### src/cprr_pkg.sv
// ----------------------------------------------------------------------------
// cprr_pkg: shared types and constants of the contour power ramp resampler
// Widths of the arithmetic datapath, result codes and register indexes.
// ----------------------------------------------------------------------------
package cprr_pkg;

    localparam int MAX_STEPS   = 63;
    localparam int STEP_W      = $clog2(MAX_STEPS + 1);
    localparam int MIN_GAP_UM  = 1;
    localparam int BUF_DEPTH   = MAX_STEPS + 1;
    localparam int BUF_AW      = $clog2(BUF_DEPTH);
    localparam int BUF_CW      = $clog2(BUF_DEPTH + 1);
    localparam int TRAV_W      = 22;
    localparam int NUM_W       = 54;
    localparam int DEN_W       = 33;
    localparam int ENTRY_W     = 130;

    localparam logic [63:0] MIN_GAP_SQ = 64'(MIN_GAP_UM * MIN_GAP_UM);

    typedef enum logic [2:0] {
        REG_RAMP_LENGTH  = 3'd0,
        REG_RAMP_STEP    = 3'd1,
        REG_CORE_START   = 3'd2,
        REG_CORE_END     = 3'd3,
        REG_RING_START   = 3'd4,
        REG_RING_END     = 3'd5,
        REG_START_INDEX  = 3'd6
    } reg_idx_t;

    localparam logic [1:0] KIND_RAMP   = 2'd0;
    localparam logic [1:0] KIND_SPEED  = 2'd1;
    localparam logic [1:0] KIND_PASS   = 2'd2;

    // request to the shared divider
    typedef struct packed {
        logic             start;
        logic [NUM_W-1:0] num;
        logic [DEN_W-1:0] den;
    } div_req_t;

endpackage

### src/cprr_div.sv
// ----------------------------------------------------------------------------
// cprr_div: iterative unsigned divider
// Restoring division, one quotient bit per cycle.
// ----------------------------------------------------------------------------
module cprr_div (
    input  logic                      clk,
    input  logic                      rst_n,
    input  cprr_pkg::div_req_t        req,
    output logic                      done,
    output logic [cprr_pkg::NUM_W-1:0] quo
);
    import cprr_pkg::*;

    localparam int CNT_W = $clog2(NUM_W);

    logic             busy_reg;
    logic             done_reg;
    logic [CNT_W-1:0] cnt_reg;
    logic [DEN_W-1:0] rem_reg;
    logic [NUM_W-1:0] quo_reg;
    logic [DEN_W-1:0] den_reg;

    logic [DEN_W:0]   shifted;
    logic             fits;

    assign shifted = {rem_reg, quo_reg[NUM_W-1]};
    assign fits    = shifted >= {1'b0, den_reg};

    always_ff @(posedge clk or negedge rst_n)
    begin
        if (!rst_n)
        begin
            busy_reg <= 1'b0;
            done_reg <= 1'b0;
            cnt_reg  <= '0;
        end
        else
        begin
            done_reg <= 1'b0;
            if (req.start)
            begin
                busy_reg <= 1'b1;
                cnt_reg  <= '0;
                rem_reg  <= '0;
                quo_reg  <= req.num;
                den_reg  <= req.den;
            end
            else if (busy_reg)
            begin
                if (fits)
                begin
                    rem_reg <= DEN_W'(shifted - {1'b0, den_reg});
                end
                else
                begin
                    rem_reg <= shifted[DEN_W-1:0];
                end
                quo_reg <= {quo_reg[NUM_W-2:0], fits};
                if (cnt_reg == CNT_W'(NUM_W - 1))
                begin
                    busy_reg <= 1'b0;
                    done_reg <= 1'b1;
                end
                else
                begin
                    cnt_reg <= cnt_reg + 1'b1;
                end
            end
        end
    end

    assign done = done_reg;
    assign quo  = quo_reg;

endmodule

### config.mk
export PLATFORM = sky130hd
export DESIGN_NAME = cprr_div
export DESIGN_NICKNAME = d
export VERILOG_FILES = /design/src/cprr_pkg.sv /design/src/cprr_div.sv
export SDC_FILE = /design/constraint.sdc
export NUM_CORES = 1
export LEC_CHECK = 0
export ABC_AREA = 1
export ABC_CLOCK_PERIOD_IN_PS = 3660
export BUFFER_PORTS_ARGS = -buffer_cell sky130_fd_sc_hd__buf_2
export CORE_MARGIN = 2
export CORE_UTILIZATION = 24
export CTS_CLUSTER_SIZE = 30
export DETAILED_ROUTE_END_ITERATION = 16
export PLACE_DENSITY = 0.43
export SLEW_MARGIN = 10
export SYNTH_ARGS = -nofsm -noshare
export SYNTH_HDL_FRONTEND = slang
export SYNTH_SLANG_ARGS = --single-unit
export TNS_END_PERCENT = 10
### constraint.sdc
create_clock -name clk -period 3.66 [get_ports clk]
set_input_delay 1.098 -clock clk [delete_from_list [all_inputs] [get_ports clk]]
set_output_delay 1.098 -clock clk [all_outputs]
set_load 0.005 [all_outputs]
=== After elaboration in Yosys (flattened, before gate mapping) ===
Cells that the tools add are included.
Widths: inputs -> output; s select.

* Add/subtract/negate cells: 2
* Magnitude comparators: 1
* Equality and inequality tests: 2
* Multiplexer cells: 13
* Reductions and logical operators: 4

{| class="wikitable"
|+ Operators with widths
! cell !! count
|-
| $mux 54 || 2
|-
| $mux 33 || 2
|-
| $ge 34x33->1 || 1
|-
| $sub 33x33->33 || 1
|-
| $mux 6 || 3
|-
| $add 6x1->6 const B || 1
|-
| $eq 6x6->1 const B || 1
|-
| $mux 1 || 6
|-
| $reduce_and 2->1 || 3
|-
| $ne 2x2->1 const B || 1
|-
| $reduce_bool 2->1 || 1
|}

* Register bits after elaboration: 128
* Input port bits: 90
* Logic and storage cells: 28

=== Depth between registers and ports, before layout ===
* Word-level depth: 4
* Depth in mapped cells: 18

=== Least setup slack after synthesis ===
Ideal clock, no wire load.

* Path type: input to register
* Start: input req[87] in the netlist's numbering
* End: register quo_reg[0], in the netlist quo[0] (enable)
* Library setup time: 0.466 ns
* Arrival time: 3.885 ns
* Data required time: 3.194 ns
* Setup slack: -0.691 ns
* Stages: 4
* Cells stage by stage: clkbuf_1 -> nor2_1 -> clkbuf_1 -> nor2_1

* Word-level cells in the longest chain between the ends: 2

{| class="wikitable"
|+ RTL lines
! item !! RTL line !! source
|-
| from (decl) || cprr_div.sv:8 || <nowiki>input cprr_pkg::div_req_t req,</nowiki>
|-
| $reduce_bool 2->1 (no source line) || n/a ||
|-
| $reduce_and 2->1 (no source line) || n/a ||
|-
| to (signal assigned) || cprr_div.sv:45 || <nowiki>quo_reg <= req.num;</nowiki>
|-
| to (signal assigned) || cprr_div.sv:58 || <nowiki>quo_reg <= {quo_reg[NUM_W-2:0], fits};</nowiki>
|-
| to (decl) || cprr_div.sv:20 || <nowiki>logic [NUM_W-1:0] quo_reg;</nowiki>
|}

Every way passes these cells.
A chain may end at the register's enable or synchronous reset.

=== Worst setup path in the final report ===
* Start: register quo_reg[53], in the netlist quo[53]
* End: register rem_reg[6] (data pin)

* Word-level cells in the longest chain between the ends: 3
* Elaborated cells on any way between the ends: 4
* Those cells by class: add/sub: 1; order compare: 1; mux: 2

{| class="wikitable"
|+ RTL lines
! item !! RTL line !! source
|-
| $sub 33x33->33 or $ge 34x33->1 (tied branches) || cprr_div.sv:52, cprr_div.sv:27 ||
|-
| $mux 33 (*) || cprr_div.sv:50 || <nowiki>if (fits)</nowiki>
|-
| $mux 33 (*) || cprr_div.sv:48 || <nowiki>else if (busy_reg)</nowiki>
|-
| to (signal assigned) || cprr_div.sv:52 || <nowiki>rem_reg <= DEN_W'(shifted - {1'b0, den_reg});</nowiki>
|-
| to (signal assigned) || cprr_div.sv:56 || <nowiki>rem_reg <= shifted[DEN_W-1:0];</nowiki>
|-
| to (decl) || cprr_div.sv:19 || <nowiki>logic [DEN_W-1:0] rem_reg;</nowiki>
|}

Mark *: on every way between the ends. The rest lies on a longest branch, timed or not.

==> qor.tcl <==
set qor(worstMarginPinSlew_ns) 0.896
set qor(irDropWorstVdd_mv) 0.332
set qor(wire_length_of_the_first_global_routing_pass_mm) 38.7
set qor(grt.met1_usage_pct) 17.7
set qor(grt.total_usage_pct) 13.7
set qor(maxClockFrequency_mhz) 352
set qor(cts.repair_timing.setup_buffer_count) 0
set qor(via_count_of_the_first_global_routing_pass) 7277
set qor(synth_area_per_cell_um2) 7.27
set qor(drive_gt1_share_pct) 15.3
set qor(fin_crit_ns) 2.84
set qor(fin_crit_sh_pct) 77.6
set qor(io_pins) 145
set qor(critPathMaxFanout) 33
set qor(worstHoldEndpoint) {cnt_reg[5]}
set qor(drc_errors) 0
set qor(critical_path.top_delay_family) {simple AND/OR/NAND/NOR gates}
set qor(dp_cells) 1723
set qor(die_y_um) 190
set qor(min_delay_path_depth) 1
set qor(groute.layer.met2.usage_pct) 22.0
set qor(finalInstanceArea_mm2) 0.0101
set qor(reg2reg_depth) 17
set qor(min_from) {cnt_reg[5]}
set qor(cts_root_buffer) {sky130_fd_sc_hd__clkbuf_16}
set qor(core_region_area_mm2) 0.0343
set qor(final-setup-viol-count) 0
set qor(synth_fp_nets) 1269
set qor(finalMaxSlewViolations) 0
set qor(most_frequent_cell_on_the_critical_path) {sky130_fd_sc_hd__nand2_1}
set qor(finalCoreUtilization_pct) 29.5
set qor(critPathSlowestCell) {sky130_fd_sc_hd__fa_1}
set qor(critical_path_required_ns) 3.95
set qor(clock_tree.htree_level_count) 4
set qor(worstPathCellList) {inv_1, ha_1, inv_1, fa_1, nand2_1, nand2_1, nand3_1, nand2_2, nand2_1, nand2_2, nand2_2, nand2_2, nand2_4, nand2_4, nand2_1, nand3_1, nand2_1}
set qor(cts_tree) {built}
set qor(cts-resized-gates) 0
set qor(detail-route-antenna-nets) 0
set qor(synth_area_mm2) 0.00831
set qor(ff2ff_setup_slack_ns) 0.82
set qor(yosysWarningCount) 0
set qor(clk_latency_ns) 0.43
set qor(global_route.usage.met3_pct) 4.22
set qor(clkSlewWorstSetupHoldPaths_ns) 0.07
set qor(timing.final.hold_violations) 0
set qor(grt_start_max_net_pins) 51
set qor(area_growth_pct) 21.8
set qor(drt_pass1_iterations) 5
set qor(crit_path_start_kind) {flop}
set qor(place_area_mm2) 0.00956
set qor(setup.worst_path.class) {flop to flop}
set qor(cp_slowest_stage_delay_ns) 0.41
set qor(power.total_mw) 4.89
set qor(synthCells) 1143
set qor(powerDensity_mw_per_mm2) 483
set qor(rsz_0062_raised_after_global_routing) {false}
set qor(hold_buffers) 0
set qor(tns_ns) 0
set qor(cts-buffers-inserted) 17
set qor(r2r_end) {rem_reg[6]}
set qor(drv.max_cap_violation_count) 0
set qor(vias_per_cell) 4.09
set qor(maxSlewHeadroom_pct) 40.1
set qor(cp_num_buf_inv) 2
set qor(worstSetupEndpointType) {flop}
set qor(nNetsFinal) 1413
set qor(final_cell_mix) {526 x sky130_fd_sc_hd__nand2_1, 204 x sky130_fd_sc_hd__inv_1, 144 x sky130_fd_sc_hd__buf_2}
set qor(outcome) {finished clean}
set qor(io_buffers) 144
set qor(number_of_antenna_violations_at_the_first_check_in_global_routing) 3
set qor(design.die.area_mm2) 0.0361
set qor(synth_seq_area_share_pct) 45.8
set qor(mostFrequentLayoutCell) {sky130_fd_sc_hd__nand2_1}
set qor(routed_wl_mm) 23.4
set qor(cts-root-to-sink-buffers) 2
set qor(crit-reg2reg-launch) {quo[53]}
set qor(dp_hpwl_mm) 17.5
set qor(hold_class) {flop to flop}
set qor(globalplace.congestion) 0.827
set qor(clock-sinks) 128
set qor(overflow) 0
set qor(p_leak_nw) 5.29
set qor(grt_busiest_layer) {met2}
set qor(cp_data_arrival_time_ns) 3.13
set qor(routed_wire_length_per_instance_um) 13.4
set qor(largest_reg_flops) 54
set qor(worst_clock_skew_ns) 0.0174
set qor(initial_utilization_pct) 24.2
set qor(die-width_um) 190
set qor(first_drt_iteration_drcs) 356
set qor(synth.lib_cells_used.distinct) 29
set qor(num_rows) 68
set qor(synth_seq_cells) 128
set qor(vias) 7185
set qor(post_route_non_filler_standard_cell_count) 1755
-- layer usage --
metal | vias to the layer above | share of wire, %
li1 | 3807 | -
met1 | 3212 | 48
met2 | 146 | 45
met5 | - | 0.12
met3 | 16 | 6.6
met4 | 4 | 1.0
-- synthesized netlist by cell type (all sizes together) --
cell    count  area [um^2]
xor2        1         8.76
a31oi       2         12.5
o21ai       4         20.0
clkbuf     19         71.3
a21oi      25          136
buf         9         63.8
nor2       50          193
inv       206          773
and2        6         37.5
xnor2      14          123
dfrtp       8          200
nand3b      6         45.0
nand4       6         37.5
o21bai      1         7.51
or2         2         12.5
nor3        9         50.1
nand3      87          435
edfxtp    120         3600
ha         35          438
nand2     532         2020
fa          1         20.0
-- worst max-delay path by stage --
stage | from | cells after the start | to | slack (ns)
final | quo[53] | 17 | rem_reg[6] | 0.82
after global routing | quo[53] | 17 | rem_reg[13] | 0.44
after CTS | quo[53] | 17 | rem_reg[6] | 0.78
after detailed placement | quo[53] | 17 | rem_reg[3] | 0.81
after global placement | quo[53] | 17 | rem_reg[3] | 0.88
after floorplan | req[87] | 4 | quo[0] | 0.21
-- metrics by stage --
step | hold slack [ns] | setup WS [ns]
3_5_place_dp | 0.464 | 0.812
6_report | 0.466 | 0.819
4_1_cts | 0.472 | 0.783
5_1_grt | 0.505 | 0.438
3_3_place_gp | 0.461 | 0.877
2_1_floorplan | 0.434 | 0.211
-- cell families after synthesis --
family          count (synthesis)  share of synthesized area, %
buf+inv                       234                          10.9
flops                         128                          45.8
compound gates                 32                          2.12
simple gates                  698                          34.1
xor+xnor                       15                          1.58
fa+ha+maj                      36                          5.51
-- area by class of cell --
cell class	instances	area [um^2]
Sequential cell	128	3800
Inverter	206	773
Clock inverter	13	129
Antenna cell	1	2.50
Clock buffer	18	429
Fill cell	3798	24200
Tap cell	455	569
Timing Repair Buffer	153	801
Multi-Input combinational cell	781	3620
-- where the power goes --
part           leakage [nW]  switching [mW]  internal (mW)
clock network         0.269           0.738          0.946
registers              1.28          0.0933           1.78
logic                  3.74           0.847          0.483
(Power assumes the default switching activity.)
