`src/cprr_ram.sv`:
```
// ----------------------------------------------------------------------------
// cprr_ram: generic single-port-write RAM with registered read
// One write and one read address per cycle.
// ----------------------------------------------------------------------------
module cprr_ram #(
    parameter int WIDTH = 8,
    parameter int DEPTH = 16
) (
    input  logic                     clk,
    input  logic                     we,
    input  logic [$clog2(DEPTH)-1:0] waddr,
    input  logic [WIDTH-1:0]         wdata,
    input  logic [$clog2(DEPTH)-1:0] raddr,
    output logic [WIDTH-1:0]         rdata
);

    logic [WIDTH-1:0] mem [DEPTH];
    logic [WIDTH-1:0] rdata_reg;

    always_ff @(posedge clk)
    begin
        if (we)
        begin
            mem[waddr] <= wdata;
        end
        rdata_reg <= mem[raddr];
    end

    assign rdata = rdata_reg;

endmodule

```
`config.mk`:
```
export PLATFORM = sky130hd
export DESIGN_NAME = cprr_ram
export DESIGN_NICKNAME = d
export VERILOG_FILES = /design/src/cprr_ram.sv
export SDC_FILE = /design/constraint.sdc
export NUM_CORES = 1
export LEC_CHECK = 0
export ABC_AREA = 1
export BUFFER_PORTS_ARGS = -buffer_cell sky130_fd_sc_hd__buf_4
export CORE_ASPECT_RATIO = 1.1
export CORE_MARGIN = 2
export CORE_UTILIZATION = 30
export CTS_BUF_LIST = sky130_fd_sc_hd__clkbuf_4
export DETAILED_ROUTE_END_ITERATION = 10
export SYNTH_ARGS = -nofsm -noshare
export SYNTH_HDL_FRONTEND = slang
export SYNTH_SLANG_ARGS = --single-unit
```
`constraint.sdc`:
```
create_clock -name clk -period 2 [get_ports clk]
set_input_delay 0.4 -clock clk [delete_from_list [all_inputs] [get_ports clk]]
set_output_delay 0.4 -clock clk [all_outputs]
set_load 0.005 [all_outputs]
```
### After elaboration in Yosys (flattened, before gate mapping)

Memory sizes are Yosys's and may differ from the RTL's. A register that Yosys moved wholly into a read port is not among the register bits.
Cells that the tools add are included.

| operators by class | value |
|---|---|
| $lt $le $gt $ge | 0 |
| equal/unequal tests | 0 |
| bitwise gates (word level) | 0 |
| $add $sub $neg | 0 |
| multipliers | 0 |
| mux-type cells | 2 |
| reductions and logical operators | 0 |
| div/mod/pow operators | 0 |
| shift-type cells | 0 |

Operator list:

| kind | number |
|---|---|
| 1-bit two-way mux | 2 |

| word-level totals | value |
|---|---|
| flip-flop bits (word level) | 0 |
| memories kept | 1 |
| input bits | 18 |
| logic and storage cells | 3 |
| memory bits (writable) | 128 |
| output and inout bits | 8 |
| latch bits | 0 |
| memory bits (read-only) | 0 |

Memories:

| name | depth | bits a word | rd ports | clocked after memory_dff | write ports | RTL line | text |
|---|---|---|---|---|---|---|---|
| mem | 16 | 8 | 1 | 1 | 1 | 17 | `logic [WIDTH-1:0] mem [DEPTH];` |

### Longest topological paths before layout

Gate-level depths: netlist of the first run.

| depth | value |
|---|---|
| depth in word-level cells | 2 |
| depth in mapped cells | 8 |
| gate-level depth less buffers | 7 |

### Worst setup path after synthesis of the first run

Ideal clock, no wire load.

| path | value |
|---|---|
| path type | input-to-reg |
| from | input waddr[2] |
| to | memory mem[10][0], enable pin |
| path slack | 0.649 ns |
| library setup time | 0.370 ns |
| data required time | 1.630 ns |
| arrival | 0.981 ns |
| buffers on the path | 0 |
| stages | 2 |
| cell sequence | nand3b_1 -> nor2_1 |

RTL lines:

| what | RTL line | text |
|---|---|---|
| start: declaration | 11 | `input logic [$clog2(DEPTH)-1:0] waddr,` |
| end: declaration | 17 |  |

No word-level cell before the write port.

### Worst setup path in the final report of the first run

| path | value |
|---|---|
| from | register rdata_reg[0], in the netlist rdata[0], read port of mem |
| to | output rdata[0] |

RTL lines:

| what | RTL line | text |
|---|---|---|
| start: declaration | 18 | `logic [WIDTH-1:0] rdata_reg;` |
| end: declaration | 14 | `output logic [WIDTH-1:0] rdata` |

No word-level cell between the ends.

==> results of run 1 <==
how the worst min path moves through the flow:
stage	endpoint	slack, ns	depth (start not counted)
2_1_floorplan	mem[0][0]	0.50	0
3_3_place_gp	rdata[4]	0.64	6
3_5_place_dp	rdata[2]	0.64	6
4_1_cts	rdata[2]	0.13	3
5_1_grt	rdata[7]	0.16	3
6_report	rdata[2]	0.19	3
cell type report:
class | count | share of cell area
multi-input combinational | 289 | 0.184
inverter | 102 | 0.0581
sequential | 136 | 0.608
antenna | 1 | 0.000380
tap | 247 | 0.0469
clock inverter | 13 | 0.0171
clock buffer | 19 | 0.0217
timing repair buffer | 49 | 0.0635
power breakdown:
| part | internal (mW) | leakage [nW] | switching, mW |
|---|---|---|---|
| clock network | 0.738 | 0.146 | 0.936 |
| registers | 3.18 | 1.22 | 0.0176 |
| logic | 0.144 | 1.46 | 0.270 |
| total | 4.06 | 2.82 | 1.22 |
cells by family (layout without fill, tap and decap cells):
logic type	Yosys count	count (layout)
simple gates	289	289
flops	136	136
buf+inv	126	183
other cells	0	1
worst reg2reg max path: stages, from the launching register on:
cell and delay [ns]:
edfxtp_1 0.38, inv_1 0.06, nand2_1 0.04, nand3_1 0.09, nand3_1 0.09, nand3_1 0.17
nand2_1 0.11
cell usage after synthesis:
master / count
nand2_1: 173
edfxtp_1: 128
inv_1: 100
nand3_1: 97
nor2_1: 17
buf_2: 13
dfxtp_1: 8
buf_6: 6
buf_4: 4
inv_2: 2
nand3b_1: 2
buf_1: 1
metal layers:
| metal | global-route usage | part of all wire | vias up |
|---|---|---|---|
| met5 | 0 | 0 | - |
| met2 | 0.220 | 0.49 | 84 |
| met1 | 0.175 | 0.44 | 1783 |
| li1 | - | - | 1862 |
| met4 | 0.0594 | 0.021 | 0 |
| met3 | 0.0285 | 0.045 | 18 |
per-stage QoR:
step                area [um^2]   util  power [mW]  hold WS (ns)
finish                     6590  0.347        5.29         0.185
global route               6590  0.347        5.49         0.156
CTS                        6580  0.347        5.34         0.134
detailed placement         6330  0.334        3.69         0.637
global placement           6330  0.334        3.68         0.644
floorplan                  5770      -        3.49         0.499
==> impl_results.md, run 1 <==
- Final setup fails: 0
- Post-synthesis xor/xnor area fraction: 0
- Area Overhead vs Synth: 14.2%
- Worst setup SP type: flip-flop
- Fin crit period: 1.42 ns
- Place WS: 0.330 ns
- Most common cell after layout, fill and taps aside: nand2_1
- Worst path bufs/invs: 1
- Final Instance Count excl. Fillers: 856
- Clock Path Buffers: 2
- WP data arrival: 1.02 ns
- Cells after Synth: 551
- Slew HR: 0.731
- Share of cells above drive strength 1: 0.130
- Critical Path Fanout Max: 1
- Synth area leaders: edfxtp_1, nand2_1, nand3_1, inv_1, dfxtp_1
- Synthesized Nets: 569
- DR iter-0 viols: 287
- Fillers: 1961
- Max Fclk: 704 MHz
- MaxCap Viol Count: 0
- Unique masters post-synth: 12
- Syn avg cell area: 10.5 um^2
- H-tree levels: 4
- RSZ-0062 raised after global routing: no
- Post-DRT Antenna Nets: 0
- Mux share of post-synthesis cell area: 0
- Post-synthesis simple-gate area fraction: 0.210
- Worst hold path class: in2reg
- CTS tree: built
- Dpl cells: 823
- Crit. Startpoint: rdata[0]
- Layout Skew: ~0.017 ns
- Initial Utilization: 0.304
- Worst IR Drop VDD: 0.000300 V
- DP HPWL: 7930 um
- Max FFs per register: 128
- Top-area cell type share of the netlist area: 0.667
- Top Family by Delay on Critical Path: flip-flops
- Final worst slack: 0.580 ns
- Reg2reg path depth: 6
- Vias per std cell: between 4 and 5
- Setup TNS: 0 ns
- Worst path cell trace: buf_4
- Initial antenna violation count: 1
- FF+latch area: 4000 um^2
- Total gr overflow: 0
- Reg2reg start: mem[6][6]
- Remaining DRCs: 0
- Die ar.: 20300 um^2
- Slack of the worst reg-to-reg path: 0.95 ns
- Post-cts sizing count: 0
- Worst setup path end: rdata[0]
- Slowest-stage cell, CP: dfxtp_1
- Die Ht: 149 um
- Total number of vias: about 3700
- Synthesized area: 5770 um^2
- CTS Buf Count: 17
- Postcts setup bufs: 0
- Routed wire length: between 10000 and 15000 um
- Kind of critical path: reg2out
- Min-delay src: raddr[3]
- Die width: 136 um
- Most frequent cells in the layout: nand2_1, edfxtp_1, inv_1
- CTS Sinks: 136
- Levels on crit path: 1
- Number of synthesis warnings: 0
- CTS Root Cell: clkbuf_4
- Gpl congestion: 0.790
- Critical path capture point type: output pin
- Core area: 19000 um^2
- Final worst-path cycle share: 0.710
- Final hold violation count: 0
- I/O Buffers: 25
- Via count of the first global-routing pass: 3564
- Worst slew pin tran: 0.403 ns
- Adder-Cell Fraction of Synth Area: 0
- Final Slew Violations: 0
- First-pass GRT wire length: 19800 um
- Status: completed
- RR Endpoint: rdata[6]
- Multi-input logic area: 1210 um^2
- Complex-gate fraction of the synthesized area: 0
- PwrDens: 803 nW/um^2
- Clock-pin transition on the worst setup and hold timing paths: 0.11 ns
- Final nets: 613
- Sequential fraction of the synthesis area: 0.694
- Largest net degree at the start of global routing: 65
- Ports: 26
- Largest family of logic cells by synthesized area: simple AND/OR/NAND/NOR gates
- Wire length per cell: roughly 15 um
- Pre-antenna DRT Iters: 4
- Worst skew pair latency: 0.54 ns
- Num rows: 53
- Area leader, netlist: edfxtp_1
- WP data required: approximately 1.6 ns
- Total Routing Usage GR: 0.135
- Slowest stage delay, CP: about 0.36 ns
- Leak Pwr: approximately 2.8 nW
- Hold Buf Count CTS: 0
- #FFs+latches synth: approximately 140
Power figures use the tool's default switching activity.
==> run 2, diff against run 1 <==
==> constraint.sdc (replaced) <==
create_clock -name clk -period 1.29 [get_ports clk]
set_input_delay 0.258 -clock clk [delete_from_list [all_inputs] [get_ports clk]]
set_output_delay 0.258 -clock clk [all_outputs]
set_load 0.005 [all_outputs]
==> impl_results.md, run 2 (same netlist as run 1, synthesis figures left out) <==
- PwrDens: 1220 nW/um^2
- Fin crit period: 1.26 ns
- Worst setup path end: rdata[4]
- Slew HR: 0.816
- Combinational share of power: 0.083
- Total gr overflow: 0
- Reg2reg start: mem[0][6]
- Critical Path Fanout Max: 1
- Final worst slack: 0.0349 ns
- Gpl congestion: 0.835
- Most common cell after layout, fill and taps aside: nand2_1
- DP HPWL: 8110 um
- Worst path bufs/invs: 1
- Layout Skew: slightly below 0.009 ns
- DR iter-0 viols: between 300 and 400
- Cell Area, Placed: 6360 um^2
- Final hold violation count: 0
- Worst hold path class: in2reg
- H-tree levels: 4
- Slowest stage delay, CP: 0.37 ns
- Max Fclk: 797 MHz
- CTS tree: built
- Wire length per cell: roughly 15 um
- Area Overhead vs Synth: 15.3%
- Final worst-path cycle share: 0.973
- Met2 usage: 0.220
- Clk network pwr share: 0.304
- Via count of the first global-routing pass: 3772
- Final nets: 618
- Pre-antenna DRT Iters: 4
- Leak Pwr: between 2 and 3 nW
- Switching Share: 0.243
- Initial antenna violation count: 1
- Hold Path Stages: 1
- Die Ht: between 100 and 150 um
- WP data arrival: 1.00 ns
- Crit. Startpoint: rdata[4]
- Worst setup SP type: flip-flop
- Worst path cell trace: buf_6
- Final Instance Count excl. Fillers: between 800 and 900
- RR Endpoint: rdata[6]
- Clock-pin transition on the worst setup and hold timing paths: 0.12 ns
- Routed wire length: ~13000 um
- Vias per std cell: 4.36
- Core area: 19000 um^2
- Worst IR Drop VDD: 0.000530 V
- Critical path capture point type: output pin
- Die width: roughly 140 um
- Place WS: -0.0683 ns
- Met1 Use GR: 0.181
- Final Instance Area: 6650 um^2
- Levels on crit path: 1
- CTS Buf Count: 17
- RSZ-0062 raised after global routing: yes
- Design internal power: 6.14 mW
- Clock Path Buffers: 2
- MaxCap Viol Count: 0
- Final setup fails: 0
- Slowest-stage cell, CP: dfxtp_4
- Most frequent cells in the layout: nand2_1, edfxtp_1, inv_1
- Power Total: roughly 8.1 mW
- Top Family by Delay on Critical Path: flip-flops
- Met3 usage: 0.0352
- Total number of vias: 3757
- Share of cells above drive strength 1: 0.147
- WP data required: 1.03 ns
- Sequential cell fraction of total power: 0.613
- Dpl cells: 827
- Slack of the worst reg-to-reg path: 0.21 ns
- CTS Sinks: 136
- Die ar.: between 20000 and 25000 um^2
- Reg2reg path depth: 6
- Total Routing Usage GR: 0.139
- Kind of critical path: reg2out
- Remaining DRCs: 0
- Max FFs per register: 128
- Util after Layout: 0.351
- Final Slew Violations: 0
- Ports: 26
- Num rows: 53
- Worst skew pair latency: 0.51 ns
- Initial Utilization: 0.304
- CTS Root Cell: clkbuf_4
- Worst slew pin tran: 0.276 ns
- I/O Buffers: 25
- Status: completed
- Largest net degree at the start of global routing: 54
- First-pass GRT wire length: 20500 um
- GRT busiest layer: met2
- Fillers: 1941
- Switching Power: 1.97 mW
- Post-DRT Antenna Nets: 0
-- run 2: cell count changes in the layout (fill, tap and decap cells not counted), moves of 2 or more --
cell      previous run  this run
buf_6                0         7
dfxtp_1              8         1
dfxtp_2              0         6
clkinv_4             0         4
buf_4               45        42
clkinv_2             6         4
-- run 2: timing repair --
action                                  in CTS  in global routing
setup buffers                                0                  0
endpoints found under the setup margin       3                  7
hold buffers                                 1                  0
gates resized for setup                      6                  9
hold endpoints to repair                     1                  0
-- run 2: worst min path at each step --
stage,to,startpoint
3_3_place_gp,rdata[2],raddr[3]
2_1_floorplan,mem[0][0],wdata[0]
5_1_grt,mem[10][1],wdata[1]
3_5_place_dp,rdata[3],raddr[3]
4_1_cts,mem[10][1],wdata[1]
6_report,mem[1][5],wdata[5]
-- run 2: cell type report --
class	count	area, um^2	area share
tap	247	309	0.0465
inverter	102	383	0.0576
multi-input combinational	289	1210	0.182
antenna	1	2.50	0.000376
timing repair buffer	54	484	0.0728
clock buffer	18	135	0.0203
clock inverter	14	109	0.0164
sequential	136	4020	0.604
-- run 2: metrics by stage --
step	TNS, ns	hold slack (ns)
6_report	0	0.0628
5_1_grt	-0.0837	0.0128
3_3_place_gp	-0.260	0.583
2_1_floorplan	0	0.357
3_5_place_dp	-0.361	0.591
4_1_cts	-0.0361	0.00629
-- run 2: routing by layer --
layer	part of all wire	vias up	wire, um
met1	0.44	1791	5620
met3	0.053	10	685
met2	0.49	84	6330
li1	-	1872	-
met4	0.016	0	209
met5	0	-	0
-- run 2: power by group through the flow --
stage               Clock [mW]  Combinational, mW  Sequential (mW)
global placement             0              0.658             5.06
finish                    2.46              0.675             4.97
floorplan                    0              0.349             5.06
detailed placement           0              0.667             5.06
global route              2.73              0.760             4.98
CTS                       2.55              0.677             4.97
==> run 3, diff against run 2 <==
--- a/config.mk
+++ b/config.mk
@@ -7,11 +7,14 @@
 export LEC_CHECK = 0
 export ABC_AREA = 1
 export BUFFER_PORTS_ARGS = -buffer_cell sky130_fd_sc_hd__buf_4
+export CELL_PAD_IN_SITES_DETAIL_PLACEMENT = 1
+export CELL_PAD_IN_SITES_GLOBAL_PLACEMENT = 2
 export CORE_ASPECT_RATIO = 1.1
 export CORE_MARGIN = 2
-export CORE_UTILIZATION = 30
+export CORE_UTILIZATION = 38
 export CTS_BUF_LIST = sky130_fd_sc_hd__clkbuf_4
 export DETAILED_ROUTE_END_ITERATION = 10
+export PLACE_DENSITY_LB_ADDON = 0.1
 export SYNTH_ARGS = -nofsm -noshare
 export SYNTH_HDL_FRONTEND = slang
 export SYNTH_SLANG_ARGS = --single-unit
==> impl_results.md, run 3 (same netlist as run 1, synthesis figures left out) <==
- Pre-antenna DRT Iters: 4
- Total number of vias: 3863
- Core area: 14900 um^2
- MaxCap Viol Count: 0
- First-pass GRT wire length: 23300 um
- Remaining DRCs: 0
- Largest net degree at the start of global routing: 39
- PwrDens: 1330 nW/um^2
- Total gr overflow: 0
- Worst skew pair latency: about 0.55 ns
- Via count of the first global-routing pass: 4109
- Slew HR: 0.807
- Kind of critical path: reg2out
- Ports: 26
- Final worst-path cycle share: 0.974
- Fin crit period: ~1.3 ns
- I/O Buffers: 25
- Final hold violation count: 0
- Max FFs per register: ~130
- Worst path cell trace: buf_6
- RSZ-0062 raised after global routing: yes
- Initial Utilization: 0.386
- Post-DRT Antenna Nets: 0
- Area Overhead vs Synth: 17.0%
- Status: completed
- Slowest stage delay, CP: 0.34 ns
- Vias per std cell: between 4 and 5
- Met2 usage: 0.347
- Cell Area, Placed: 6360 um^2
- Worst setup SP type: flip-flop
- Final Instance Area: 6750 um^2
- Die ar.: 16200 um^2
- Critical path capture point type: output pin
- DR iter-0 viols: 244
- Postcts setup bufs: 0
- Worst IR Drop VDD: 0.000754 V
- CTS Root Cell: clkbuf_4
- Antenna fix cells: 0
- Most frequent cells in the layout: nand2_1, edfxtp_1, inv_1
- Initial antenna violation count: 0
- Critical Path Fanout Max: 1
- Design internal power: 6.94 mW
- Total Routing Usage GR: 0.200
- CTS Sinks: 136
- Leak Pwr: 2.93 nW
- Clk network pwr share: 0.368
- DP HPWL: between 9000 and 10000 um
- Slowest-stage cell, CP: dfxtp_2
- Die width: 121 um
- Hold WS: 0.0477 ns
- Layout Skew: between 0.01 and 0.015 ns
- Num rows: 47
- CTS Buf Count: 17
- WP data arrival: 1.00 ns
- Clock-pin transition on the worst setup and hold timing paths: about 0.12 ns
- CTS tree: built
- Met3 usage: 0.0411
- Most common cell after layout, fill and taps aside: nand2_1
- Share of cells above drive strength 1: 0.157
- WP data required: a little over 1 ns
- Sequential cell fraction of total power: 0.552
- Worst slew pin tran: 0.289 ns
- H-tree levels: 4
- Switching Power: 2.06 mW
- GRT busiest layer: met2
- Met1 Use GR: 0.252
- Power Total: ~9 mW
- Max Fclk: roughly 800 MHz
- Die Ht: 133 um
- Switching Share: 0.229
- Combinational share of power: 0.080
- Worst path bufs/invs: 1
- Clock Path Buffers: 2
- Routed wire length: approximately 15000 um
- Wire length per cell: 18.5 um
- Final nets: 624
- Final Slew Violations: 0
- Setup TNS: 0 ns
- Gpl congestion: 0.787
- Top Family by Delay on Critical Path: flip-flops
- Worst hold path class: in2reg
- Final setup fails: 0
==> run 3: cell types whose count changed in the layout (fill, tap and decap cells not counted) <==
| cell | delta |
|---|---|
| diode_2 | -1 |
| dfxtp_1 | +1 |
| clkinv_4 | -2 |
| clkinv_2 | -1 |
| clkinvlp_4 | +2 |
| buf_4 | +4 |
| inv_6 | -1 |
| dfxtp_4 | -1 |
| buf_12 | +2 |
| bufinv_16 | +4 |
| clkinv_1 | -2 |
==> run 3: what timing repair did <==
| item | 4_1_cts | 5_1_grt |
|---|---|---|
| hold endpoints to repair | 7 | 0 |
| resized for setup | 10 | 3 |
| hold buffers | 1 | 0 |
| endpoints found under the setup margin | 8 | 8 |
==> run 3: routing by layer <==
layer | wire (um) | vias to the layer above
li1 | - | 1884
met1 | 6740 | 1910
met2 | 7750 | 53
met3 | 320 | 16
met4 | 231 | 0
met5 | 0 | -
==> run 3: power groups by stage <==
| stage | combinational (mW) | sequential (mW) | clock, mW |
|---|---|---|---|
| floorplan | 0.349 | 5.06 | 0 |
| global placement | 0.710 | 5.06 | 0 |
| detailed placement | 0.717 | 5.06 | 0 |
| CTS | 0.734 | 4.97 | 3.40 |
| global route | 0.801 | 4.98 | 3.56 |
| finish | 0.718 | 4.97 | 3.31 |
==> run 3: final timing paths <==
| check | startpoint | end | slack (ns) | cells past startpoint |
|---|---|---|---|---|
| max | rdata[2] | rdata[2] | 0.03 | 1 |
| min reg2reg | mem[10][6] | rdata[6] | 0.68 | 6 |
| min | wdata[0] | mem[5][0] | 0.05 | 1 |
| max reg2reg | mem[7][4] | rdata[4] | 0.24 | 6 |
==> run 3: cell type report <==
type | count | area (um^2)
Timing Repair Buffer | 60 | 554
Fill cell | 1700 | 8190
Clock buffer | 18 | 135
Multi-Input combinational cell | 289 | 1210
Clock inverter | 14 | 205
Tap cell | 196 | 245
Inverter | 102 | 383
Sequential cell | 136 | 4010
==> run 3: per-stage QoR <==
| step | cells | setup slack [ns] | util |
|---|---|---|---|
| final | 815 | 0.0330 | 0.452 |
| after CTS | 815 | -0.0176 | 0.451 |
| after detailed placement | 782 | -0.101 | 0.426 |
| after global routing | 815 | -0.0222 | 0.452 |
| after global placement | 782 | -0.104 | 0.426 |
| after floorplan | 551 | 0.0812 | - |
