## src/cprr_sqrt.sv

```systemverilog
// ----------------------------------------------------------------------------
// cprr_sqrt: iterative square root, rounded to nearest
// Two radicand bits per cycle.
// ----------------------------------------------------------------------------
module cprr_sqrt (
    input  logic        clk,
    input  logic        rst_n,
    input  logic        start,
    input  logic [63:0] radicand,
    output logic        done,
    output logic [32:0] root
);

    logic        busy_reg;
    logic        done_reg;
    logic [4:0]  cnt_reg;
    logic [63:0] src_reg;
    logic [31:0] root_reg;
    logic [34:0] rem_reg;

    logic [34:0] t;
    logic [34:0] trial;
    logic        fits;

    assign t     = {rem_reg[32:0], src_reg[63:62]};
    assign trial = {1'b0, root_reg, 2'b01};
    assign fits  = t >= trial;

    always_ff @(posedge clk or negedge rst_n)
    begin
        if (!rst_n)
        begin
            busy_reg <= 1'b0;
            done_reg <= 1'b0;
            cnt_reg  <= '0;
        end
        else
        begin
            done_reg <= 1'b0;
            if (start)
            begin
                busy_reg <= 1'b1;
                cnt_reg  <= '0;
                src_reg  <= radicand;
                root_reg <= '0;
                rem_reg  <= '0;
            end
            else if (busy_reg)
            begin
                src_reg <= {src_reg[61:0], 2'b00};
                if (fits)
                begin
                    rem_reg  <= t - trial;
                    root_reg <= {root_reg[30:0], 1'b1};
                end
                else
                begin
                    rem_reg  <= t;
                    root_reg <= {root_reg[30:0], 1'b0};
                end
                if (cnt_reg == 5'd31)
                begin
                    busy_reg <= 1'b0;
                    done_reg <= 1'b1;
                end
                else
                begin
                    cnt_reg <= cnt_reg + 1'b1;
                end
            end
        end
    end

    // round up when the remainder exceeds the root
    assign done = done_reg;
    assign root = {1'b0, root_reg} + 33'(rem_reg > {3'b0, root_reg});

endmodule

```

## config.mk

```make
export PLATFORM = sky130hd
export DESIGN_NAME = cprr_sqrt
export DESIGN_NICKNAME = d
export VERILOG_FILES = /design/src/cprr_sqrt.sv
export SDC_FILE = /design/constraint.sdc
export NUM_CORES = 1
export LEC_CHECK = 0
export ABC_AREA = 1
export BUFFER_PORTS_ARGS = -buffer_cell sky130_fd_sc_hd__buf_2
export CORE_ASPECT_RATIO = 1.75
export CORE_UTILIZATION = 45
export DETAILED_ROUTE_END_ITERATION = 8
export PLACE_DENSITY = 0.66
export SLEW_MARGIN = 40
export SYNTH_ARGS = -nofsm -noshare
export SYNTH_HDL_FRONTEND = slang
export SYNTH_SLANG_ARGS = --single-unit
```

## constraint.sdc

```tcl
create_clock -name clk -period 3.7 [get_ports clk]
set_input_delay 0.74 -clock clk [delete_from_list [all_inputs] [get_ports clk]]
set_output_delay 0.74 -clock clk [all_outputs]
set_load 0.01 [all_outputs]
```

# --- Word-level counts from Yosys, hierarchy flattened ---
# Index checks and enable logic that the tools add are counted.
classes:
  reduce_logical: 3
  mux: 15
  n_lt_le_gt_ge: 2
  n_eq_ne: 2
  n_addsub: 3
ops:
  columns: ["op", "count"]
  rows:
  - ["$mux W64", 2]
  - ["$mux W35", 2]
  - ["$ge A35 B34 Y1", 1]
  - ["$gt A35 B32 Y1", 1]
  - ["$sub A35 B34 Y35", 1]
  - ["$add A32 B1 Y33", 1]
  - ["$mux W32", 1]
  - ["$mux W5", 3]
  - ["$mux W1", 7]
  - ["$add A5 B1 Y5 const B", 1]
  - ["$eq A5 B5 Y1 const B", 1]
  - ["$reduce_and A2 Y1", 2]
  - ["$ne A2 B2 Y1 const B", 1]
  - ["$reduce_bool A2 Y1", 1]
totals:
  out_inout_bits: 34
  ff_bits: 138

# --- Logic depth before layout (Yosys ltp) ---
# Gate-level depths: netlist of run 1.
depth:
  word_depth: 4
  ltp_mapped: 24
  depth_no_buf: 24

# --- Worst setup path before layout of run 1 ---
# OpenSTA, ideal clock, no wires.
synth_path:
  path_type: "input -> register"
  startpoint: "input port start"
  endpoint: "register src_reg[0] (enable)"
  n_path_buf: 1
  setup_time_ns: 0.487
  t_arrival_ns: 3.709
  slack_ns: -0.496
  stages: 3
  path_cell_list: "nor2_1 > clkbuf_1 > nor2_1"
synth_between:
  elab_chain_len: 2
synth_rtl:
  columns: ["item", "line", "text"]
  rows:
  - ["start, declared", "8", "input logic start,"]
  - ["$reduce_bool A2 Y1 (no line)", null, null]
  - ["$reduce_and A2 Y1 (no line)", null, null]
  - ["end signal, assigned", "44", "src_reg <= radicand;"]
  - ["end signal, assigned", "50", "src_reg <= {src_reg[61:0], 2'b00};"]
  - ["end, declared", "17", "logic [63:0] src_reg;"]
# Every way passes these cells.
# A chain may end at the register's enable or synchronous reset.

# --- Worst setup path in the final report of run 1 ---
layout_path:
  startpoint: "register rem_reg[8]"
  endpoint: "output port root[24]"
layout_between:
  elab_chain_len: 2
layout_rtl:
  columns: ["item", "line", "text"]
  rows:
  - ["start, declared", "19", "logic [34:0] rem_reg;"]
  - ["start signal, assigned", "53", "rem_reg <= t - trial;"]
  - ["start signal, assigned", "58", "rem_reg <= t;"]
  - ["$gt A35 B32 Y1", "76", "assign root = {1'b0, root_reg} + 33'(rem_reg > {3'b0, root_reg});"]
  - ["$add A32 B1 Y33", "76", null]
  - ["end, declared", "11", "output logic [32:0] root"]
# Every way passes these cells.

==> results.json, run 1 <==
{
  "die_y_microns": 195,
  "drv_cap": 0,
  "yosysMostFrequentCell": "nand2_1",
  "initial_utilization": 0.459,
  "die_w_microns": 112,
  "drc": 0,
  "grt_start_max_net_pins": 67,
  "final_max_slew_viol_count": 0,
  "ys_seq_area_frac": 0.428,
  "cts.clk_slew.worst_paths_ns": 0.06,
  "cts_buffers": 17,
  "fmax_mhz": 236,
  "finalWorstSetupSlack_ns": -0.529,
  "syn-cell-area_sq_um": 9610,
  "drt-initial-drc-count": 418,
  "cts-root-buf": "clkbuf_16",
  "largest_reg_flops": 64,
  "rows": 70,
  "period_needed_ns": 4.23,
  "status": "finished, violations left",
  "grt_pass1_vias": 9949,
  "clockBufferDepth": 2,
  "clkSinkCount": 138,
  "worst-setup-path-type": "reg -> out",
  "cp_cell_sequence": "ha_4 > buf_6 > nand2_2 > nand2_2 > nand2_2 > nand3_2 > o21bai_4 > nand2_1 > nand2_1 > nand3_2 > nand2_4 > inv_4 > ha_4 > nand2_4 > nor2_4 > nand2_2 > nor2_4 > nand4_1 > nor2_2 > buf_4 > xor2_1 > buf_2",
  "violations": "negative setup slack",
  "totalWireLength_microns": 30700,
  "port_buffers": 100,
  "synth_nets": 1391,
  "slowest_stage": "edfxtp_1",
  "worstMarginPinSlew_ns": 0.663,
  "crit_arrival_ns": 3.49,
  "hold_viol_final": 0,
  "ys_top_cells_by_count": "nand2_1 (508), inv_1 (151), edfxtp_1 (131)",
  "gp_congestion": 0.950,
  "path_max_fanout": 3,
  "drive_above_1_share": 0.362,
  "grt-ovfl-total": 0,
  "cts_hold_buf": 0,
  "ant_nets": 0,
  "synth-seq-cells": 138,
  "endpoint_kind": "primary output",
  "dp.cells": 1832,
  "grt_antenna_before_repair": 0,
  "ys.flop_type": "edfxtp_1",
  "cp_data_required_time_ns": 2.96,
  "finalCritPeriodShare": 1.14,
  "num_antenna_cells": 0,
  "netlist.area_leader.share": 0.409,
  "insertion_delay_ns": 0.43,
  "cts_tree": "done",
  "nNetsFinal": 1765,
  "max_slew_margin": 0.557,
  "setup_violations": 30,
  "synth.distinct_cells": 44,
  "dr_total_vias": 9815,
  "final_cells": 1924,
  "ys_async_sr_fraction": 0.0507,
  "p_leak_nw": 6.77,
  "ys_warn_count": 0,
  "grt_pass1_wl_microns": 48300,
  "core_region_area_sq_um": 20900,
  "critPathLaunchType": "flip-flop",
  "vias_per_cell": 5.10,
  "ios": 101,
  "grtUsageTotal": 0.288,
  "syn_to_final_growth_pct": 44.8,
  "syn_inst": 1285,
  "ctsHtreeMaxLevel": 4,
  "rsz0062_at_grt": "true",
  "hpwl_microns": 22400,
  "synthTopCellsByArea": "edfxtp_1 (41%), nand2_1 (20%), inv_1 (5.9%)",
  "syn_area_per_cell_sq_um": 7.48,
  "dp_slack_ns": -0.388,
  "first_pass_iters": 5,
  "power_density_nw_per_um2": 442,
  "synth_top_area_cell": "edfxtp_1",
  "wl_per_cell_microns": 15.9,
  "die_area_sq_um": 22000,
  "vdd_drop_max_mv": 0.461,
  "fin_worst_skew_ns": 0.00846,
  "worst_path_most_repeated_cell": "nand2_2",
  "hold_class": "in -> async",
  "slowest_delay_ns": 0.43,
  "synth_edf_count": 131
}
==> worst max-delay path, delay by kind of cell (launching register included) <==
family / cells / cell delay [ns]
simple gates: 14 / 1.49
compound gates: 1 / 0.08
fa+ha+maj: 2 / 0.46
buf+inv: 4 / 0.46
flops: 1 / 0.43
xor+xnor: 1 / 0.13
==> placed cells by master, fill, tap and decap left out, drive strengths merged, types with 3 or more instances in the layout <==
cell,instances
inv,157
ha,39
clkbuf,21
xor2,34
nand4,15
nor3,21
clkinv,6
edfxtp,131
nor2,114
o21bai,6
nand3b,13
a21oi,33
nand2,514
xnor2,13
buf,389
clkinvlp,3
nor4,3
nand3,88
o21ai,25
o22ai,31
dfrtp,7
==> worst paths after layout <==
check,slack (ns),startpoint,cells past startpoint,endpoint
max reg2reg,-0.28,root_reg[9],31,rem_reg[26]
max,-0.53,rem_reg[8],22,root[24]
min,0.26,rst_n,1,done
min in group clk,0.51,cnt_reg[4],1,cnt_reg[4]
max in group asynchronous,3.12,rst_n,1,busy_reg
min reg2reg,0.51,cnt_reg[4],1,cnt_reg[4]
==> area by class of cell <==
class	count	area, sq um
clock buffers	21	470
clock inverters	11	95.1
fillers	1824	7020
inverters	156	591
multi-input cells	957	5600
flip-flops and latches	138	4110
well taps	252	315
repair buffers	389	2740
==> through the flow <==
| stage | setup TNS [ns] | instance area [sq um] | utilization | hold WS (ns) | total power [mW] |
|---|---|---|---|---|---|
| 6_report | -9.16 | 13900 | 0.665 | 0.260 | 6.15 |
| 5_1_grt | -13.96 | 13900 | 0.665 | 0.267 | 6.47 |
| 4_1_cts | -9.50 | 13400 | 0.641 | 0.246 | 5.98 |
| 3_5_place_dp | -4.46 | 12000 | 0.574 | 0.496 | 4.10 |
| 3_3_place_gp | -3.79 | 12000 | 0.574 | 0.484 | 4.07 |
| 2_1_floorplan | 0 | 9620 | - | 0.444 | 3.18 |
==> routing by layer <==
layer  up-vias  GRT usage  share of wire
met2       256      0.556           0.55
li1       4926          -              -
met5         -          0              0
met4         0      0.172          0.057
met1      4544      0.289           0.36
met3        89     0.0354          0.032
==> logic make-up (layout without fill, tap and decap cells) <==
group,after synthesis,in the layout,share of synthesized area
compound gates,100,100,0.0595
fa+ha+maj,39,39,0.0508
buf+inv,190,577,0.0790
flops,138,138,0.428
xor+xnor,47,47,0.0428
simple gates,771,771,0.340
==> report_power, final <==
group | switching, mW | internal (mW)
logic | 1.36 | 1.14
registers | 0.0933 | 1.90
clock network | 0.684 | 0.975
==> what timing repair did <==
| action | 4_1_cts | 5_1_grt |
|---|---|---|
| buffers inserted | 36 | 25 |
| pin swaps | 39 | 42 |
| setup endpoints to repair | 31 | 34 |
| hold endpoints to repair | 0 | 0 |
| resized for setup | 124 | 76 |
No activity file was read; power rests on OpenSTA's default activity.
==> inputs of run 2 (changes only) <==
- CORE_UTILIZATION: 45 -> 40
- PLACE_DENSITY: 0.66 -> 0.6
- SKIP_LAST_GASP: not set -> 1
==> run 2 against run 1 <==
  * The flow finishes with violations (design-rule violations, negative setup slack)
  * Clock-buffer cell count unchanged
  * Utilization shrank 4.9 points
  * First-iteration DRC count increased by 13%
  * Final area rose by 3.6%
  * Final cell count is 4.3% higher
  * Global-route usage fell by 1.6 points
  * Fmax shrank 2.0%
  * Power rose by 2.5%
  * Sequential share of layout area shrank 1.0 points
  * Clock skew up 0.0022 ns
  * Hold slack worse by 0.013 ns
  * Largest power group unchanged
==> results.json, run 2 (same netlist as run 1, synthesis figures left out) <==
{
  "status": "finished, violations left",
  "violations": "design-rule violations, negative setup slack",
  "ctsHtreeMaxLevel": 4,
  "worst_setup_path_startpoint": "rem_reg[9]",
  "whs_ns": 0.247,
  "initial_utilization": 0.410,
  "cts-root-buf": "clkbuf_16",
  "cts_buffers": 17,
  "final_max_slew_viol_count": 0,
  "crit_arrival_ns": 3.58,
  "endpoint_kind": "primary output",
  "critPathLaunchType": "flip-flop",
  "largest_reg_flops": 64,
  "grtUsageTotal": 0.272,
  "worst-setup-path-type": "reg -> out",
  "drive_above_1_share": 0.368,
  "fmax_mhz": 232,
  "p_leak_nw": 6.98,
  "drc": 2,
  "worstMarginPinSlew_ns": 0.725,
  "power_density_nw_per_um2": 437,
  "drt-initial-drc-count": 471,
  "final_common_cell": "nand2_1",
  "fin_worst_skew_ns": 0.0107,
  "max_slew_margin": 0.517,
  "rr_startpoint": "rem_reg[8]",
  "die_y_microns": 207,
  "hpwl_microns": 23200,
  "setup_violations": 29,
  "grt_pass1_wl_microns": 51600,
  "hold_class": "in -> async",
  "fin_util": 0.616,
  "finalCritPeriodShare": 1.17,
  "cp_data_required_time_ns": 2.96,
  "cts_hold_buf": 0,
  "path_max_fanout": 3,
  "dr_total_vias": 10100,
  "die_area_sq_um": 24700,
  "ant_nets": 0,
  "num_antenna_cells": 0,
  "cts.clk_slew.worst_paths_ns": 0.06,
  "ios": 101,
  "period_needed_ns": 4.32,
  "syn_to_final_growth_pct": 50.1,
  "final_cell_mix": "nand2_1 (469), buf_4 (284), edfxtp_1 (131)",
  "clkSinkCount": 138,
  "vdd_drop_max_mv": 0.361,
  "grt_start_max_net_pins": 72,
  "hold_viol_final": 0,
  "die_w_microns": 119,
  "rows": 74,
  "total_power_mw": 6.31,
  "core_region_area_sq_um": 23400,
  "port_buffers": 100,
  "grt-ovfl-total": 0,
  "grt_antenna_before_repair": 0,
  "rsz0062_at_grt": "true",
  "drv_cap": 0,
  "cts_tree": "done",
  "nNetsFinal": 1796,
  "clockBufferDepth": 2,
  "grt_pass1_vias": 10400,
  "totalWireLength_microns": 32900,
  "wl_per_cell_microns": 16.4,
  "vias_per_cell": 5.04,
  "insertion_delay_ns": 0.44,
  "gp_congestion": 0.947,
  "finalWorstSetupSlack_ns": -0.616,
  "first_pass_iters": 7
}
[run 2: cell count changes in the layout (fill, tap and decap cells not counted), sizes merged]
cell | before | now
clkinv | 6 | 8
inv | 157 | 155
bufinv | 1 | 2
clkbuf | 21 | 22
clkinvlp | 3 | 1
buf | 389 | 419
[run 2: final timing paths]
path / slack (ns) / to / cells after the start
worst max-delay path: -0.62 / root[30] / 22
worst min-delay path: 0.25 / cnt_reg[0] / 1
worst max register to register: 0.05 / rem_reg[21] / 24
worst min register to register: 0.50 / cnt_reg[4] / 1
max in group asynchronous: 3.13 / done / 1
min in group clk: 0.50 / cnt_reg[4] / 1
[run 2: final cells by class]
| cell class | count | area [sq um] |
|---|---|---|
| Clock inverter | 10 | 103 |
| Inverter | 156 | 591 |
| Clock buffer | 21 | 440 |
| Sequential cell | 138 | 4110 |
| Multi-Input combinational cell | 957 | 5690 |
| Tap cell | 304 | 380 |
| Fill cell | 2055 | 9000 |
| Timing Repair Buffer | 420 | 3110 |
[run 2: report_power, final]
part / switching, mW / total, mW / internal [mW]
Combinational: 1.44 / 2.69 / 1.25
Clock: 0.641 / 1.62 / 0.975
Sequential: 0.0949 / 2.00 / 1.91
Total: 2.17 / 6.31 / 4.14
[run 2: critical path: stages, from the launching register on]
cell,delay [ns]
edfxtp_1,0.45
ha_4,0.32
nand2_4,0.06
nor2_4,0.14
inv_2,0.07
nor2_4,0.16
o21bai_4,0.07
nand2_1,0.06
nand2_1,0.06
nand3_2,0.08
nand2_2,0.07
inv_4,0.07
ha_4,0.13
nand2_4,0.07
nor2_4,0.13
nand2_2,0.09
nor2_4,0.18
buf_6,0.12
nand3_4,0.10
nor4_4,0.28
nand2_1,0.13
xor2_2,0.15
buf_2,0.13
[run 2: metrics by stage]
stage | setup TNS [ns] | worst slack, ns | cells | area [sq um]
final | -11.93 | -0.616 | 2006 | 14400
after global placement | -4.87 | -0.383 | 1889 | 12100
after detailed placement | -5.33 | -0.415 | 1889 | 12100
after global routing | -16.41 | -0.788 | 2006 | 14400
after floorplan | 0 | 0.0111 | 1285 | 9620
after CTS | -21.09 | -0.582 | 1987 | 13800
[run 2: routing by layer]
metal	part of all wire	GRT usage
met5	0	0
met4	0.066	0.171
met3	0.037	0.0496
met2	0.54	0.505
met1	0.35	0.274
[run 2: timing repair]
item | 4_1_cts | 5_1_grt
pin swaps | 35 | 65
resized for setup | 122 | 105
hold endpoints to repair | 0 | 0
setup buffers | 69 | 37
setup endpoints to repair | 32 | 68
cloned | 0 | 1
==> inputs of run 3 (changes only) <==
- CORE_MARGIN: not set -> 2
==> run 3 against run 2 <==
  * Final cell count down 1.4%
  * The flow finishes with violations (negative setup slack)
  * Critical endpoint is now root[29]
  * Clock skew about the same
  * Flip-flop and latch count unchanged
  * Via count down 2.9%
  * Largest cell class unchanged
  * Power down 3.1%
==> results.json, run 3 (same netlist as run 1, synthesis figures left out) <==
{
  "cp_data_required_time_ns": 2.96,
  "violations": "negative setup slack",
  "r2r_end": "rem_reg[29]",
  "die_area_sq_um": 25300,
  "reg2regPathDepth": 24,
  "cts_buffers": 17,
  "total_power_mw": 6.11,
  "period_needed_ns": 4.37,
  "hpwl_microns": 23400,
  "fin_util": 0.584,
  "finalWorstSetupSlack_ns": -0.670,
  "cts-root-buf": "clkbuf_16",
  "drive_above_1_share": 0.358,
  "critPathLaunchType": "flip-flop",
  "ant_nets": 0,
  "fin_worst_skew_ns": 0.0110,
  "totalWireLength_microns": 32200,
  "grt_pass1_wl_microns": 49200,
  "final_cell_mix": "nand2_1 (471), buf_4 (270), edfxtp_1 (131)",
  "drt-initial-drc-count": 553,
  "hold_class": "in -> async",
  "regArea_sq_um": 4110,
  "wl_per_cell_microns": 16.3,
  "die_w_microns": 121,
  "gp_congestion": 0.956,
  "vdd_drop_max_mv": 0.374,
  "slowest_delay_ns": 0.47,
  "rsz0062_at_grt": "true",
  "grt-ovfl-total": 0,
  "cts.clk_slew.worst_paths_ns": 0.06,
  "cp_cell_sequence": "ha_4 > nand2_4 > nor2_4 > inv_2 > nor2_4 > o21bai_4 > nand2_1 > nand2_1 > nand3_2 > nand2_2 > inv_2 > ha_4 > nand2_4 > nor2_4 > buf_4 > buf_6 > nand2_4 > nor3_4 > nand4_1 > nor2_1 > xor2_1 > buf_2",
  "grt_start_max_net_pins": 75,
  "initial_utilization": 0.403,
  "multi_input_area_sq_um": 5570,
  "cts_tree": "done",
  "finalCritPeriodShare": 1.18,
  "hold_viol_final": 0,
  "num_antenna_cells": 0,
  "first_pass_iters": 5,
  "syn_to_final_growth_pct": 44.9,
  "insertion_delay_ns": 0.44,
  "drv_cap": 0,
  "ios": 101,
  "core_region_area_sq_um": 23800,
  "port_buffers": 100,
  "power_density_nw_per_um2": 439,
  "grt_pass1_vias": 9950,
  "grtUsageTotal": 0.254,
  "slowest_stage": "edfxtp_1",
  "dr_total_vias": 9808,
  "status": "finished, violations left",
  "setup_violations": 30,
  "worst-setup-path-type": "reg -> out",
  "worstMarginPinSlew_ns": 0.761,
  "ctsHtreeMaxLevel": 4,
  "endpoint_kind": "primary output",
  "clockBufferDepth": 2,
  "clkSinkCount": 138,
  "finalSetupTns_ns": -12.11,
  "nNetsFinal": 1762,
  "fmax_mhz": 229,
  "path_max_fanout": 3,
  "p_leak_nw": 6.68,
  "die_y_microns": 209,
  "final_common_cell": "nand2_1",
  "final_max_slew_viol_count": 0,
  "rr_startpoint": "rem_reg[18]",
  "grt_antenna_before_repair": 0,
  "r2r_slack_ns": 0.20,
  "rows": 75,
  "crit_arrival_ns": 3.63,
  "largest_reg_flops": 64,
  "max_slew_margin": 0.492,
  "fill_cells": 2300,
  "drc": 0,
  "vias_per_cell": 4.96
}
run 3: worst max path at each step:
stage / start / end / slack, ns / cells after the start
global route: rem_reg[10] / root[28] / -0.82 / 22
detailed placement: rem_reg[17] / root[22] / -0.41 / 20
CTS: rem_reg[8] / root[31] / -0.56 / 23
floorplan: root_reg[10] / root[30] / 0.01 / 21
global placement: root_reg[31] / root[32] / -0.36 / 20
finish: rem_reg[10] / root[29] / -0.67 / 22
run 3: final cells by class:
type	instances	share of cell area
Tap cell	308	0.0277
Sequential cell	138	0.295
Clock inverter	14	0.00880
Multi-Input combinational cell	957	0.400
Inverter	156	0.0420
Clock buffer	18	0.0308
Timing Repair Buffer	386	0.195
run 3: layer usage:
layer	vias to the layer above	GRT usage	wire [microns]
li1	4907	-	-
met1	4545	0.252	11400
met2	251	0.478	17800
met3	105	0.0390	1140
met4	0	0.161	1830
met5	-	0	0
run 3: power by group:
part / internal [mW] / switching, mW / total (mW)
sequential: 1.91 / 0.0954 / 2.00
combinational: 1.11 / 1.37 / 2.48
clock: 0.923 / 0.707 / 1.63
run 3: worst max-delay path: cells and delay by family (launching register included):
kind | cells | cell delay, ns
and+or+nand+nor | 13 | 1.49
AOI/OAI and AO/OA | 1 | 0.07
xor gates and xnor gates | 1 | 0.16
buffers and inverters | 5 | 0.53
DFF | 1 | 0.47
adders and majority gates | 2 | 0.49
run 3: timing repair:
item	in CTS	in global routing
hold buffers	0	0
setup endpoints to repair	32	33
pin swaps	29	67
gates resized for setup	88	107
setup buffers	38	34
run 3: per-stage QoR:
stage | cell area, sq um | hold slack (ns) | setup slack, ns | instances
floorplan | 9620 | 0.444 | 0.0111 | 1285
finish | 13900 | 0.450 | -0.670 | 1977
global route | 13900 | 0.469 | -0.817 | 1977
detailed placement | 12000 | 0.497 | -0.411 | 1883
global placement | 12000 | 0.484 | -0.357 | 1883
CTS | 13300 | 0.437 | -0.564 | 1953
